`src/hdl/rsi_pkg.sv`:
```
// Shared types and constants for the relative strength index core.
// Depends on nothing; every other file of the block imports it.
package rsi_pkg;

  // Fixed field widths of the item and result words.
  localparam int PRICE_W  = 32;
  localparam int RSI_W    = 23;
  localparam int PERIOD_W = 8;
  localparam int COUNT_W  = 9;

  // Width of the running sums and averages.
  localparam int ACC_W = 64;

  // The RSI scale factor of one hundred and its width.
  localparam int SCALE_W = 7;
  localparam logic [SCALE_W-1:0] SCALE = 7'd100;

  // The period divider retires this many quotient bits per cycle.
  localparam int PDIV_RADIX_BITS = 4;
  localparam int PDIV_STEPS      = ACC_W / PDIV_RADIX_BITS;

  // Configuration register map.
  localparam int APB_ADDR_W = 1;
  localparam int APB_DATA_W = 32;
  localparam logic [APB_ADDR_W-1:0] ADDR_PERIOD  = 1'b0;
  localparam logic [PERIOD_W-1:0]   PERIOD_RESET = 8'd14;

  // Commands from the controller to the datapath.
  typedef struct packed {
    logic load;       // capture a word and update the running state
    logic prep;       // form the two dividends of the period division
    logic pdiv_step;  // one radix-16 step of both period divisions
    logic setup;      // store averages and set up the RSI division
    logic rdiv_step;  // one bit of the RSI division
    logic out_load;   // load the result register
  } rsi_cmd_t;

  // Status from the datapath to the controller.
  typedef struct packed {
    logic need_div;   // the current word produces a defined RSI
  } rsi_sts_t;

endpackage

```
`src/hdl/rsi_if.sv`:
```
// Valid/ready channel interfaces for the input words and the result words.
// Depends on rsi_pkg for the field widths.
interface rsi_in_if import rsi_pkg::*; ();
  logic               valid;
  logic               ready;
  logic [PRICE_W-1:0] price;
  logic               series_start;

  modport source (output valid, output price, output series_start, input ready);
  modport sink   (input valid, input price, input series_start, output ready);
endinterface

interface rsi_out_if import rsi_pkg::*; ();
  logic             valid;
  logic             ready;
  logic [RSI_W-1:0] rsi;
  logic             valid_res;

  modport source (output valid, output rsi, output valid_res, input ready);
  modport sink   (input valid, input rsi, input valid_res, output ready);
endinterface

```
`src/hdl/rsi_datapath.sv`:
```
// Datapath of the RSI core: running state, period dividers, RSI divider and
// the result register. Depends on rsi_pkg; driven by rsi_ctrl commands.
module rsi_datapath import rsi_pkg::*; #(
  parameter int FRAC_BITS  = 16,
  parameter int PRICE_BITS = 32
) (
  input  logic                clk,
  input  logic                rst_n,
  input  rsi_cmd_t            cmd,
  output rsi_sts_t            sts,
  input  logic [PRICE_W-1:0]  in_price,
  input  logic                in_series_start,
  input  logic [PERIOD_W-1:0] period,
  output logic [RSI_W-1:0]    rsi,
  output logic                valid_res
);

  // Width of the RSI dividend: gain times one hundred, shifted by the fraction.
  localparam int DW = ACC_W + SCALE_W + FRAC_BITS;

  typedef struct packed {
    logic [ACC_W-1:0]    num;
    logic [PERIOD_W-1:0] rem;
  } pdiv_t;

  // Four restoring steps of a division by the period. Quotient bits enter
  // the dividend register from the bottom as its top bits leave.
  function automatic pdiv_t pdiv4(input pdiv_t cur, input logic [PERIOD_W-1:0] d);
    pdiv_t             res;
    logic [PERIOD_W:0] r9;
    res = cur;
    for (int k = 0; k < PDIV_RADIX_BITS; k++) begin
      r9      = {res.rem, res.num[ACC_W-1]};
      res.num = {res.num[ACC_W-2:0], 1'b0};
      if (r9 >= {1'b0, d}) begin
        r9         = r9 - {1'b0, d};
        res.num[0] = 1'b1;
      end
      res.rem = r9[PERIOD_W-1:0];
    end
    return res;
  endfunction

  // Architectural state.
  logic [PRICE_BITS-1:0] last_price_r;
  logic [COUNT_W-1:0]    count_r;
  logic [ACC_W-1:0]      gain_r, loss_r;
  logic                  need_div_r;

  // Working registers.
  logic [ACC_W-1:0]    prod_g_r, prod_l_r, add_g_r, add_l_r;
  logic [ACC_W-1:0]    num_g_r, num_l_r;
  logic [PERIOD_W-1:0] rem_g_r, rem_l_r;
  logic [DW-1:0]       rnum_r;
  logic [ACC_W-1:0]    rrem_r, rden_r;
  logic                rzero_r;
  logic [RSI_W-1:0]    rsi_r;
  logic                valid_res_r;

  // Difference split into gain and loss; a zero difference is a zero loss.
  logic [PRICE_BITS-1:0] price_m, delta;
  logic                  is_gain;
  logic [ACC_W-1:0]      g64, l64, sum_g, sum_l;
  logic [PERIOD_W-1:0]   pe, pm1;
  logic                  warm;
  logic [COUNT_W-1:0]    count_nxt;
  logic [ACC_W+PERIOD_W-1:0] mul_g, mul_l;

  assign price_m = in_price[PRICE_BITS-1:0];
  assign is_gain = price_m > last_price_r;
  assign delta   = is_gain ? (price_m - last_price_r) : (last_price_r - price_m);
  assign g64     = is_gain ? ACC_W'(delta) : '0;
  assign l64     = is_gain ? '0 : ACC_W'(delta);
  assign sum_g   = gain_r + g64;
  assign sum_l   = loss_r + l64;

  // A period of zero behaves as a period of one.
  assign pe   = (period == '0) ? PERIOD_W'(1) : period;
  assign pm1  = pe - PERIOD_W'(1);
  assign warm = count_r < {1'b0, pe};

  assign count_nxt = (count_r == '1) ? count_r : count_r + COUNT_W'(1);
  assign mul_g     = gain_r * pm1;
  assign mul_l     = loss_r * pm1;

  // Period division step for both averages.
  pdiv_t pd_g_nxt, pd_l_nxt;
  assign pd_g_nxt = pdiv4('{num: num_g_r, rem: rem_g_r}, pe);
  assign pd_l_nxt = pdiv4('{num: num_l_r, rem: rem_l_r}, pe);

  // RSI division setup and one restoring step.
  logic [ACC_W+SCALE_W-1:0] scaled;
  logic [ACC_W-1:0]         total;
  logic [ACC_W:0]           r_try, r_diff;
  logic                     r_fits;
  logic [ACC_W-1:0]         rrem_nxt;

  assign scaled   = num_g_r * SCALE;
  assign total    = num_g_r + num_l_r;
  assign r_try    = {rrem_r, rnum_r[DW-1]};
  assign r_diff   = r_try - {1'b0, rden_r};
  assign r_fits   = r_try >= {1'b0, rden_r};
  assign rrem_nxt = r_fits ? r_diff[ACC_W-1:0] : r_try[ACC_W-1:0];

  // Running state, cleared by reset and by the start of a series.
  always_ff @(posedge clk) begin
    if (!rst_n) begin
      last_price_r <= '0;
      count_r      <= '0;
      gain_r       <= '0;
      loss_r       <= '0;
      need_div_r   <= 1'b0;
    end else if (cmd.load) begin
      last_price_r <= price_m;
      if (in_series_start) begin
        count_r    <= '0;
        gain_r     <= '0;
        loss_r     <= '0;
        need_div_r <= 1'b0;
      end else if (warm) begin
        gain_r     <= sum_g;
        loss_r     <= sum_l;
        count_r    <= count_r + COUNT_W'(1);
        need_div_r <= (count_r + COUNT_W'(1)) == {1'b0, pe};
      end else begin
        count_r    <= count_nxt;
        need_div_r <= 1'b1;
      end
    end else if (cmd.setup) begin
      gain_r <= num_g_r;
      loss_r <= num_l_r;
    end
  end

  // Terms of the period division: a scaled sum at the end of warm-up, or
  // the weighted old average plus the scaled new difference afterwards.
  always_ff @(posedge clk) begin
    if (cmd.load) begin
      if (warm) begin
        prod_g_r <= sum_g << FRAC_BITS;
        prod_l_r <= sum_l << FRAC_BITS;
        add_g_r  <= '0;
        add_l_r  <= '0;
      end else begin
        prod_g_r <= mul_g[ACC_W-1:0];
        prod_l_r <= mul_l[ACC_W-1:0];
        add_g_r  <= g64 << FRAC_BITS;
        add_l_r  <= l64 << FRAC_BITS;
      end
    end
  end

  // Period dividers for the gain and loss averages.
  always_ff @(posedge clk) begin
    if (cmd.prep) begin
      num_g_r <= prod_g_r + add_g_r;
      num_l_r <= prod_l_r + add_l_r;
      rem_g_r <= '0;
      rem_l_r <= '0;
    end else if (cmd.pdiv_step) begin
      num_g_r <= pd_g_nxt.num;
      num_l_r <= pd_l_nxt.num;
      rem_g_r <= pd_g_nxt.rem;
      rem_l_r <= pd_l_nxt.rem;
    end
  end

  // RSI divider: gain times 100 scaled, over the sum of the averages.
  always_ff @(posedge clk) begin
    if (cmd.setup) begin
      rnum_r  <= {scaled, {FRAC_BITS{1'b0}}};
      rden_r  <= total;
      rzero_r <= total == '0;
      rrem_r  <= '0;
    end else if (cmd.rdiv_step) begin
      rnum_r <= {rnum_r[DW-2:0], r_fits};
      rrem_r <= rrem_nxt;
    end
  end

  // Result register; the quotient is kept modulo the field width.
  always_ff @(posedge clk) begin
    if (cmd.out_load) begin
      valid_res_r <= need_div_r;
      rsi_r       <= (need_div_r && !rzero_r) ? rnum_r[RSI_W-1:0] : '0;
    end
  end

  assign sts.need_div = need_div_r;
  assign rsi          = rsi_r;
  assign valid_res    = valid_res_r;

endmodule

```
`src/hdl/rsi_ctrl.sv`:
```
// Controller of the RSI core: sequences the datapath through the period
// divisions and the RSI division. Depends on rsi_pkg.
module rsi_ctrl import rsi_pkg::*; #(
  parameter int FRAC_BITS = 16
) (
  input  logic     clk,
  input  logic     rst_n,
  input  logic     in_valid,
  output logic     in_ready,
  output logic     out_valid,
  input  logic     out_ready,
  input  rsi_sts_t sts,
  output rsi_cmd_t cmd
);

  localparam int RDIV_STEPS = ACC_W + SCALE_W + FRAC_BITS;
  localparam int CNT_W      = $clog2(RDIV_STEPS);

  typedef enum logic [2:0] {
    ST_IDLE,
    ST_PREP,
    ST_PDIV,
    ST_SETUP,
    ST_RDIV,
    ST_DONE
  } state_t;

  state_t           state_r, state_nxt;
  logic [CNT_W-1:0] cnt_r, cnt_nxt;
  logic             out_valid_r, out_valid_nxt;
  logic             in_fire, out_free;

  assign in_ready = state_r == ST_IDLE;
  assign in_fire  = in_ready && in_valid;
  assign out_free = !out_valid_r || out_ready;

  // Command decode.
  always_comb begin
    cmd           = '0;
    cmd.load      = in_fire;
    cmd.prep      = state_r == ST_PREP;
    cmd.pdiv_step = state_r == ST_PDIV;
    cmd.setup     = state_r == ST_SETUP;
    cmd.rdiv_step = state_r == ST_RDIV;
    cmd.out_load  = (state_r == ST_DONE) && out_free;
  end

  // Next state, step counter and output valid.
  always_comb begin
    state_nxt     = state_r;
    cnt_nxt       = cnt_r;
    out_valid_nxt = out_valid_r;
    if (out_valid_r && out_ready) begin
      out_valid_nxt = 1'b0;
    end
    unique case (state_r)
      ST_IDLE: begin
        if (in_valid) begin
          state_nxt = ST_PREP;
        end
      end
      ST_PREP: begin
        cnt_nxt   = '0;
        state_nxt = sts.need_div ? ST_PDIV : ST_DONE;
      end
      ST_PDIV: begin
        cnt_nxt = cnt_r + CNT_W'(1);
        if (cnt_r == CNT_W'(PDIV_STEPS - 1)) begin
          state_nxt = ST_SETUP;
        end
      end
      ST_SETUP: begin
        cnt_nxt   = '0;
        state_nxt = ST_RDIV;
      end
      ST_RDIV: begin
        cnt_nxt = cnt_r + CNT_W'(1);
        if (cnt_r == CNT_W'(RDIV_STEPS - 1)) begin
          state_nxt = ST_DONE;
        end
      end
      ST_DONE: begin
        if (out_free) begin
          out_valid_nxt = 1'b1;
          state_nxt     = ST_IDLE;
        end
      end
      default: state_nxt = ST_IDLE;
    endcase
  end

  always_ff @(posedge clk) begin
    if (!rst_n) begin
      state_r     <= ST_IDLE;
      cnt_r       <= '0;
      out_valid_r <= 1'b0;
    end else begin
      state_r     <= state_nxt;
      cnt_r       <= cnt_nxt;
      out_valid_r <= out_valid_nxt;
    end
  end

  assign out_valid = out_valid_r;

endmodule

```
`src/hdl/relative_strength_index_core.sv`:
```
// Top level of the Wilder RSI core: APB period register, controller and
// datapath. Depends on rsi_pkg, rsi_if, rsi_ctrl and rsi_datapath.
//
// Usage. Price words arrive on in_ch (valid/ready); a word with
// series_start set begins a new series and clears the running state.
// Every accepted word produces exactly one result word on out_ch, carrying
// the RSI in unsigned fixed point with FRAC_BITS fraction bits and a
// valid_res flag that is set once the averaging window is filled.
// The period register sits at APB address 0 and must be written only while
// the core is idle; the core itself does not enforce this. A period of
// zero acts as a period of one. A word that yields no defined RSI passes
// from accept through the prep step to the result register. A word that
// yields an RSI passes through the prep step, the radix-16 dividers by
// the period, the setup step and the bit-serial RSI divider, which makes
// one quotient bit per cycle, and then loads the result register.
// One word is processed at a time, and the next word is taken the cycle
// after the result register loads. A finished result waits in the output
// register; the next word is taken while it waits, and the core holds in
// its last step until it is taken.
// Reset (synchronous, active low) clears the state and sets the period
// to 14.
module relative_strength_index_core import rsi_pkg::*; #(
  parameter int FRAC_BITS  = 16,
  parameter int PRICE_BITS = 32
) (
  input  logic                  clk,
  input  logic                  rst_n,
  rsi_in_if.sink                in_ch,
  rsi_out_if.source             out_ch,
  input  logic                  psel,
  input  logic                  penable,
  input  logic                  pwrite,
  input  logic [APB_ADDR_W-1:0] paddr,
  input  logic [APB_DATA_W-1:0] pwdata,
  output logic [APB_DATA_W-1:0] prdata,
  output logic                  pready
);

  rsi_cmd_t            cmd;
  rsi_sts_t            sts;
  logic [PERIOD_W-1:0] period_r;

  // Period register on the APB port; no wait states.
  assign pready = 1'b1;

  always_ff @(posedge clk) begin
    if (!rst_n) begin
      period_r <= PERIOD_RESET;
    end else if (psel && penable && pwrite && pready && paddr == ADDR_PERIOD) begin
      period_r <= pwdata[PERIOD_W-1:0];
    end
  end

  assign prdata = (paddr == ADDR_PERIOD) ? APB_DATA_W'(period_r) : '0;

  rsi_ctrl #(
    .FRAC_BITS (FRAC_BITS)
  ) u_ctrl (
    .clk       (clk),
    .rst_n     (rst_n),
    .in_valid  (in_ch.valid),
    .in_ready  (in_ch.ready),
    .out_valid (out_ch.valid),
    .out_ready (out_ch.ready),
    .sts       (sts),
    .cmd       (cmd)
  );

  rsi_datapath #(
    .FRAC_BITS  (FRAC_BITS),
    .PRICE_BITS (PRICE_BITS)
  ) u_datapath (
    .clk             (clk),
    .rst_n           (rst_n),
    .cmd             (cmd),
    .sts             (sts),
    .in_price        (in_ch.price),
    .in_series_start (in_ch.series_start),
    .period          (period_r),
    .rsi             (out_ch.rsi),
    .valid_res       (out_ch.valid_res)
  );

endmodule
```
`src/flat_wrapper.sv`:
```
// flat-port wrapper written by rule: the top's interface ports become plain ports
module relative_strength_index_core_flat import rsi_pkg::*;
#(
  parameter int FRAC_BITS  = 16,
  parameter int PRICE_BITS = 32
)
  (clk, rst_n, psel, penable, pwrite, paddr, pwdata, prdata, pready, in_ch_valid, in_ch_price, in_ch_series_start, in_ch_ready, out_ch_valid, out_ch_rsi, out_ch_valid_res, out_ch_ready);
  rsi_in_if in_ch_i ();
  rsi_out_if out_ch_i ();
  input  logic clk;
  input  logic rst_n;
  input  logic psel;
  input  logic penable;
  input  logic pwrite;
  input  logic [APB_ADDR_W-1:0] paddr;
  input  logic [APB_DATA_W-1:0] pwdata;
  output logic [APB_DATA_W-1:0] prdata;
  output logic pready;
  input wire logic [$bits(in_ch_i.valid)-1:0] in_ch_valid;
  input wire logic [$bits(in_ch_i.price)-1:0] in_ch_price;
  input wire logic [$bits(in_ch_i.series_start)-1:0] in_ch_series_start;
  output wire logic [$bits(in_ch_i.ready)-1:0] in_ch_ready;
  output wire logic [$bits(out_ch_i.valid)-1:0] out_ch_valid;
  output wire logic [$bits(out_ch_i.rsi)-1:0] out_ch_rsi;
  output wire logic [$bits(out_ch_i.valid_res)-1:0] out_ch_valid_res;
  input wire logic [$bits(out_ch_i.ready)-1:0] out_ch_ready;
  assign in_ch_i.valid = in_ch_valid;
  assign in_ch_i.price = in_ch_price;
  assign in_ch_i.series_start = in_ch_series_start;
  assign in_ch_ready = in_ch_i.ready;
  assign out_ch_valid = out_ch_i.valid;
  assign out_ch_rsi = out_ch_i.rsi;
  assign out_ch_valid_res = out_ch_i.valid_res;
  assign out_ch_i.ready = out_ch_ready;
  relative_strength_index_core #(.FRAC_BITS(FRAC_BITS), .PRICE_BITS(PRICE_BITS)) u_core (.clk(clk), .rst_n(rst_n), .in_ch(in_ch_i), .out_ch(out_ch_i), .psel(psel), .penable(penable), .pwrite(pwrite), .paddr(paddr), .pwdata(pwdata), .prdata(prdata), .pready(pready));
endmodule
```
`config.mk`:
```
export PLATFORM = sky130hd
export DESIGN_NAME = relative_strength_index_core_flat
export DESIGN_NICKNAME = d
export VERILOG_FILES = /design/src/hdl/rsi_pkg.sv /design/src/hdl/rsi_if.sv /design/src/hdl/rsi_datapath.sv /design/src/hdl/rsi_ctrl.sv /design/src/hdl/relative_strength_index_core.sv /design/src/flat_wrapper.sv
export SDC_FILE = /design/constraint.sdc
export NUM_CORES = 2
export LEC_CHECK = 0
export ABC_AREA = 0
export BUFFER_PORTS_ARGS = -buffer_cell sky130_fd_sc_hd__buf_2
export CELL_PAD_IN_SITES_DETAIL_PLACEMENT = 1
export CELL_PAD_IN_SITES_GLOBAL_PLACEMENT = 1
export CORE_ASPECT_RATIO = 0.75
export CORE_MARGIN = 3
export CORE_UTILIZATION = 41
export CTS_CLUSTER_DIAMETER = 120
export DETAILED_ROUTE_END_ITERATION = 12
export MAX_ROUTING_LAYER = met4
export PLACE_DENSITY_LB_ADDON = 0.1
export SYNTH_ARGS = -nofsm -noshare
export SYNTH_HDL_FRONTEND = slang
export SYNTH_SLANG_ARGS = --single-unit
```
`constraint.sdc`:
```
create_clock -name clk -period 12.15 [get_ports clk]
set_clock_uncertainty 0.1 [all_clocks]
set_input_delay 1.8225 -clock clk [delete_from_list [all_inputs] [get_ports clk]]
set_output_delay 1.8225 -clock clk [all_outputs]
set_load 0.005 [all_outputs]
```
==> impl_metrics.prom <==
# TYPE chip_impl_metric gauge
chip_impl_info{name="status",value="finished clean"} 1
chip_impl_info{name="critPathCapture",value="u_core.u_datapath.rem_l_r[0]"} 1
chip_impl_metric{name="setup_viol",unit=""} 0
chip_impl_metric{name="layout.cells.non_filler",unit=""} 12990
chip_impl_metric{name="tightest_slew",unit="ns"} 1.227
chip_impl_info{name="cts_tree",value="yes"} 1
chip_impl_metric{name="floorplan.initialDensity",unit="%"} 41.45
chip_impl_metric{name="clock.fmax",unit="GHz"} 0.08928
chip_impl_metric{name="clk_pin_slew_worst_paths",unit="ns"} 0.06
chip_impl_info{name="synth-main-ff-cell",value="edfxtp_1"} 1
chip_impl_info{name="layout_common_cells",value="1250 x nand2_1, 1116 x inv_1, 771 x fa_1, 747 x a21oi_1, 735 x ha_1"} 1
chip_impl_metric{name="drtAntennaViolNets",unit=""} 0
chip_impl_metric{name="port_buffers",unit=""} 82
chip_impl_metric{name="hpwl",unit="um"} 259400
chip_impl_metric{name="final_net_count",unit=""} 11670
chip_impl_metric{name="grt_first_pass_wirelength",unit="um"} 499700
chip_impl_info{name="worstReg2RegStart",value="u_core.period_r[3]"} 1
chip_impl_metric{name="count_of_vias_placed_by_the_detailed_router",unit=""} 75820
chip_impl_metric{name="post_cts_hold_buffer_count",unit=""} 0
chip_impl_metric{name="post_synth_edffs",unit=""} 478
chip_impl_metric{name="tritoncts.num_buffers",unit=""} 90
chip_impl_metric{name="area.growth.synth_to_final",unit="%"} 6.815
chip_impl_metric{name="period_share",unit="%"} 92.19
chip_impl_metric{name="drive_gt1_share",unit="%"} 4.277
chip_impl_metric{name="power_density",unit="nW/um^2"} 259.3
chip_impl_metric{name="viasPerCell",unit=""} 5.835
chip_impl_metric{name="synth.cell_area",unit="um^2"} 87900
chip_impl_metric{name="synth.yosys.seq_area_share",unit="%"} 22.87
chip_impl_metric{name="number_of_global_route_vias_before_repair",unit=""} 77230
chip_impl_info{name="grt_setup_unrepaired",value="no"} 1
chip_impl_metric{name="ff2ff_setup_slack",unit="ns"} 0.95
chip_impl_metric{name="worst_path_largest_cell_delay",unit="ns"} 0.50
chip_impl_metric{name="drc_errors",unit=""} 0
chip_impl_metric{name="yosys_register_bits",unit=""} 765
chip_impl_metric{name="final-max-slew-violation-count",unit=""} 0
chip_impl_metric{name="clk-insertion-delay-late",unit="ns"} 0.72
chip_impl_metric{name="worstPathRequired",unit="ns"} 12.68
chip_impl_metric{name="ff_latch_area",unit="um^2"} 20100
chip_impl_info{name="hold_class",value="reg -> reg"} 1
chip_impl_metric{name="floorplan.io_pins",unit=""} 132
chip_impl_metric{name="detail_route.wirelength",unit="um"} 330500
chip_impl_metric{name="multiInputGateArea",unit="um^2"} 61690
chip_impl_info{name="crit_type",value="reg -> reg"} 1
chip_impl_metric{name="grt_start_max_net_pins",unit=""} 107
chip_impl_metric{name="fp-row-count",unit=""} 146
chip_impl_metric{name="floorplan.core_area",unit="um^2"} 212100
chip_impl_metric{name="critPathArrivalTime",unit="ns"} 11.73
chip_impl_metric{name="htree_depth",unit=""} 3
chip_impl_metric{name="die-width",unit="um"} 540.7
chip_impl_info{name="regMostFlops",value="u_core.u_datapath.rnum_r"} 1
chip_impl_metric{name="p_leak",unit="nW"} 39.76
chip_impl_info{name="timing.critical_path.from_type",value="register"} 1
chip_impl_metric{name="first_iter_violations",unit=""} 6407
chip_impl_metric{name="count_of_placed_standard_cells_including_taps",unit=""} 12810
chip_impl_metric{name="netlist.area_leader.share",unit="%"} 17.56
chip_impl_metric{name="ys_warn_count",unit=""} 0
chip_impl_info{name="end_kind",value="register"} 1
chip_impl_metric{name="initial_antenna_violation_count",unit=""} 28
chip_impl_info{name="ys_top_cells_by_area",value="fa_1 18%, edfxtp_1 16%, ha_1 10%, dfxtp_1 6.5%, nand2_1 5.4%"} 1
chip_impl_metric{name="fp.dieArea",unit="um^2"} 220000
chip_impl_metric{name="place_congestion",unit=""} 0.9553
chip_impl_metric{name="max_cap_viol_count",unit=""} 0
chip_impl_metric{name="timing.slew.headroom",unit="%"} 18.01
chip_impl_info{name="worstSetupStartpoint",value="u_core.period_r[3]"} 1
chip_impl_metric{name="rr_worst_depth",unit=""} 53
chip_impl_metric{name="clock_sink_count",unit=""} 765
chip_impl_metric{name="crit_path_max_fanout",unit=""} 13
chip_impl_metric{name="nFillCells",unit=""} 24900
chip_impl_info{name="crit_path_frequent_cell",value="o21ai_0"} 1
chip_impl_info{name="cts_root_buffer",value="clkbuf_16"} 1
chip_impl_metric{name="total_congestion_overflow",unit=""} 0
chip_impl_metric{name="post_synth.cell_area_avg",unit="um^2"} 8.494
chip_impl_info{name="cell_type_with_the_largest_total_area_after_synthesis",value="fa_1"} 1
chip_impl_metric{name="synth_cells",unit=""} 10350
chip_impl_metric{name="cts_buffer_depth",unit=""} 3
chip_impl_metric{name="largest_register_ffs",unit=""} 87
chip_impl_metric{name="drt-wirelength-per-cell",unit="um"} 25.44
chip_impl_metric{name="max-vdd-ir-drop",unit="uV"} 161.7
chip_impl_metric{name="synth_cell_type_count",unit=""} 102
chip_impl_metric{name="fp.dieH",unit="um"} 407.0
chip_impl_metric{name="synthArstFlopShare",unit="%"} 0
chip_impl_info{name="worstReg2RegEnd",value="u_core.u_datapath.rem_l_r[0]"} 1
chip_impl_info{name="most_common_cell_after_layout_fill_and_taps_aside",value="nand2_1"} 1
chip_impl_metric{name="groute.usage.overall",unit="%"} 30.53
chip_impl_metric{name="layout_min_cycle_time",unit="ns"} 11.20
chip_impl_metric{name="post_cts_resized",unit=""} 0
chip_impl_info{name="cpMaxStageDelayCell",value="a311o_1"} 1
chip_impl_metric{name="final.setup.tns",unit="ns"} 0
chip_impl_metric{name="timing.final.hold_violations",unit=""} 0
chip_impl_metric{name="firstDrtPassIters",unit=""} 8
[cells by family after synthesis]
logic type	count (synthesis)	synth area share, %
fa+ha+maj	1507	28.04
mux	51	0.6064
buf+inv	1669	7.258
simple gates	3312	17.89
flops	765	22.87
xor+xnor	587	5.879
other cells	2	0.008544
compound gates	2456	17.46
[critical path: cells and delay by family, from the launching register on]
family	cells	cell delay [ns]
fa+ha+maj	4	1.09
mux	2	0.74
flops	1	0.38
simple gates	13	1.81
buf+inv	9	1.49
compound gates	25	5.45
[final cells by class]
type | count | share of cell area, %
Multi-Input combinational cell | 7938 | 65.71
Tap cell | 2812 | 3.747
Inverter | 1121 | 4.503
Clock inverter | 51 | 0.6610
Clock buffer | 118 | 2.653
Timing Repair Buffer | 177 | 1.290
Sequential cell | 765 | 21.41
Antenna cell | 12 | 0.03198
[power breakdown]
part / internal [mW] / switching [mW]
combinational: 6.08 / 10.2
sequential: 3.74 / 1.36
clock: 1.69 / 1.28
total: 11.5 / 12.8
[per-layer routing]
layer | vias to the layer above | GRT usage, % | part of all wire, %
li1 | 34520 | - | -
met1 | 38690 | 44.86 | 48
met2 | 2328 | 45.08 | 42
met3 | 287 | 4.405 | 7.5
met4 | 0 | 5.148 | 1.8
met5 | - | - | 0
[timing repair]
item,in CTS,in global routing
endpoints found under the hold margin,0,0
endpoints found under the setup margin,0,1
setup buffers,0,1
[per-stage QoR]
stage               area (um^2)  worst slack [ns]  power, mW  hold WS [ns]  utilization (%)
floorplan                 87990             1.381      16.00        0.3257                -
global placement          90740             1.077      20.73        0.3473            42.79
detailed placement        90740            0.9643      21.16        0.3548            42.79
CTS                       93860            0.9183      24.25        0.3635            44.25
global route              93880           0.02678      26.42        0.3826            44.27
finish                    93890            0.9491      24.35        0.3591            44.27
[cells in the mapped netlist (21+ instances only)]
| master | n |
|---|---|
| a211oi_1 | 39 |
| a221oi_1 | 53 |
| o22ai_1 | 21 |
| nand4_1 | 99 |
| clkbuf_1 | 501 |
| fa_1 | 771 |
| or2_2 | 27 |
| and2_1 | 452 |
| a22o_1 | 44 |
| nand3_1 | 152 |
| nor3_1 | 151 |
| o21bai_1 | 80 |
| or3_1 | 37 |
| a21o_1 | 308 |
| nor2_1 | 666 |
| a31oi_1 | 79 |
| nor4_1 | 27 |
| edfxtp_1 | 478 |
| o211ai_1 | 30 |
| xnor2_1 | 355 |
| nand2_1 | 1253 |
| mux2i_1 | 33 |
| nand2b_1 | 190 |
| buf_4 | 27 |
| o21ai_0 | 653 |
| o21a_1 | 67 |
| ha_1 | 736 |
| a21oi_1 | 747 |
| o31ai_1 | 48 |
| xor2_1 | 230 |
| inv_1 | 1119 |
| and3_1 | 80 |
| nor2b_1 | 85 |
| dfxtp_1 | 287 |
| a22oi_1 | 24 |
| a21boi_0 | 23 |
[worst min-delay path by stage]
stage | from | end | cells past startpoint
2_1_floorplan | u_core.u_datapath.rem_l_r[7] | u_core.u_datapath.rem_l_r[7] | 2
5_1_grt | u_core.u_datapath.last_price_r[31] | u_core.u_datapath.last_price_r[31] | 2
4_1_cts | u_core.u_datapath.last_price_r[31] | u_core.u_datapath.last_price_r[31] | 2
6_report | u_core.u_datapath.last_price_r[31] | u_core.u_datapath.last_price_r[31] | 2
3_5_place_dp | u_core.u_datapath.last_price_r[31] | u_core.u_datapath.last_price_r[31] | 2
3_3_place_gp | u_core.u_datapath.rnum_r[0] | u_core.u_datapath.rnum_r[0] | 2
Note: power is estimated with default switching activity, not from simulation.
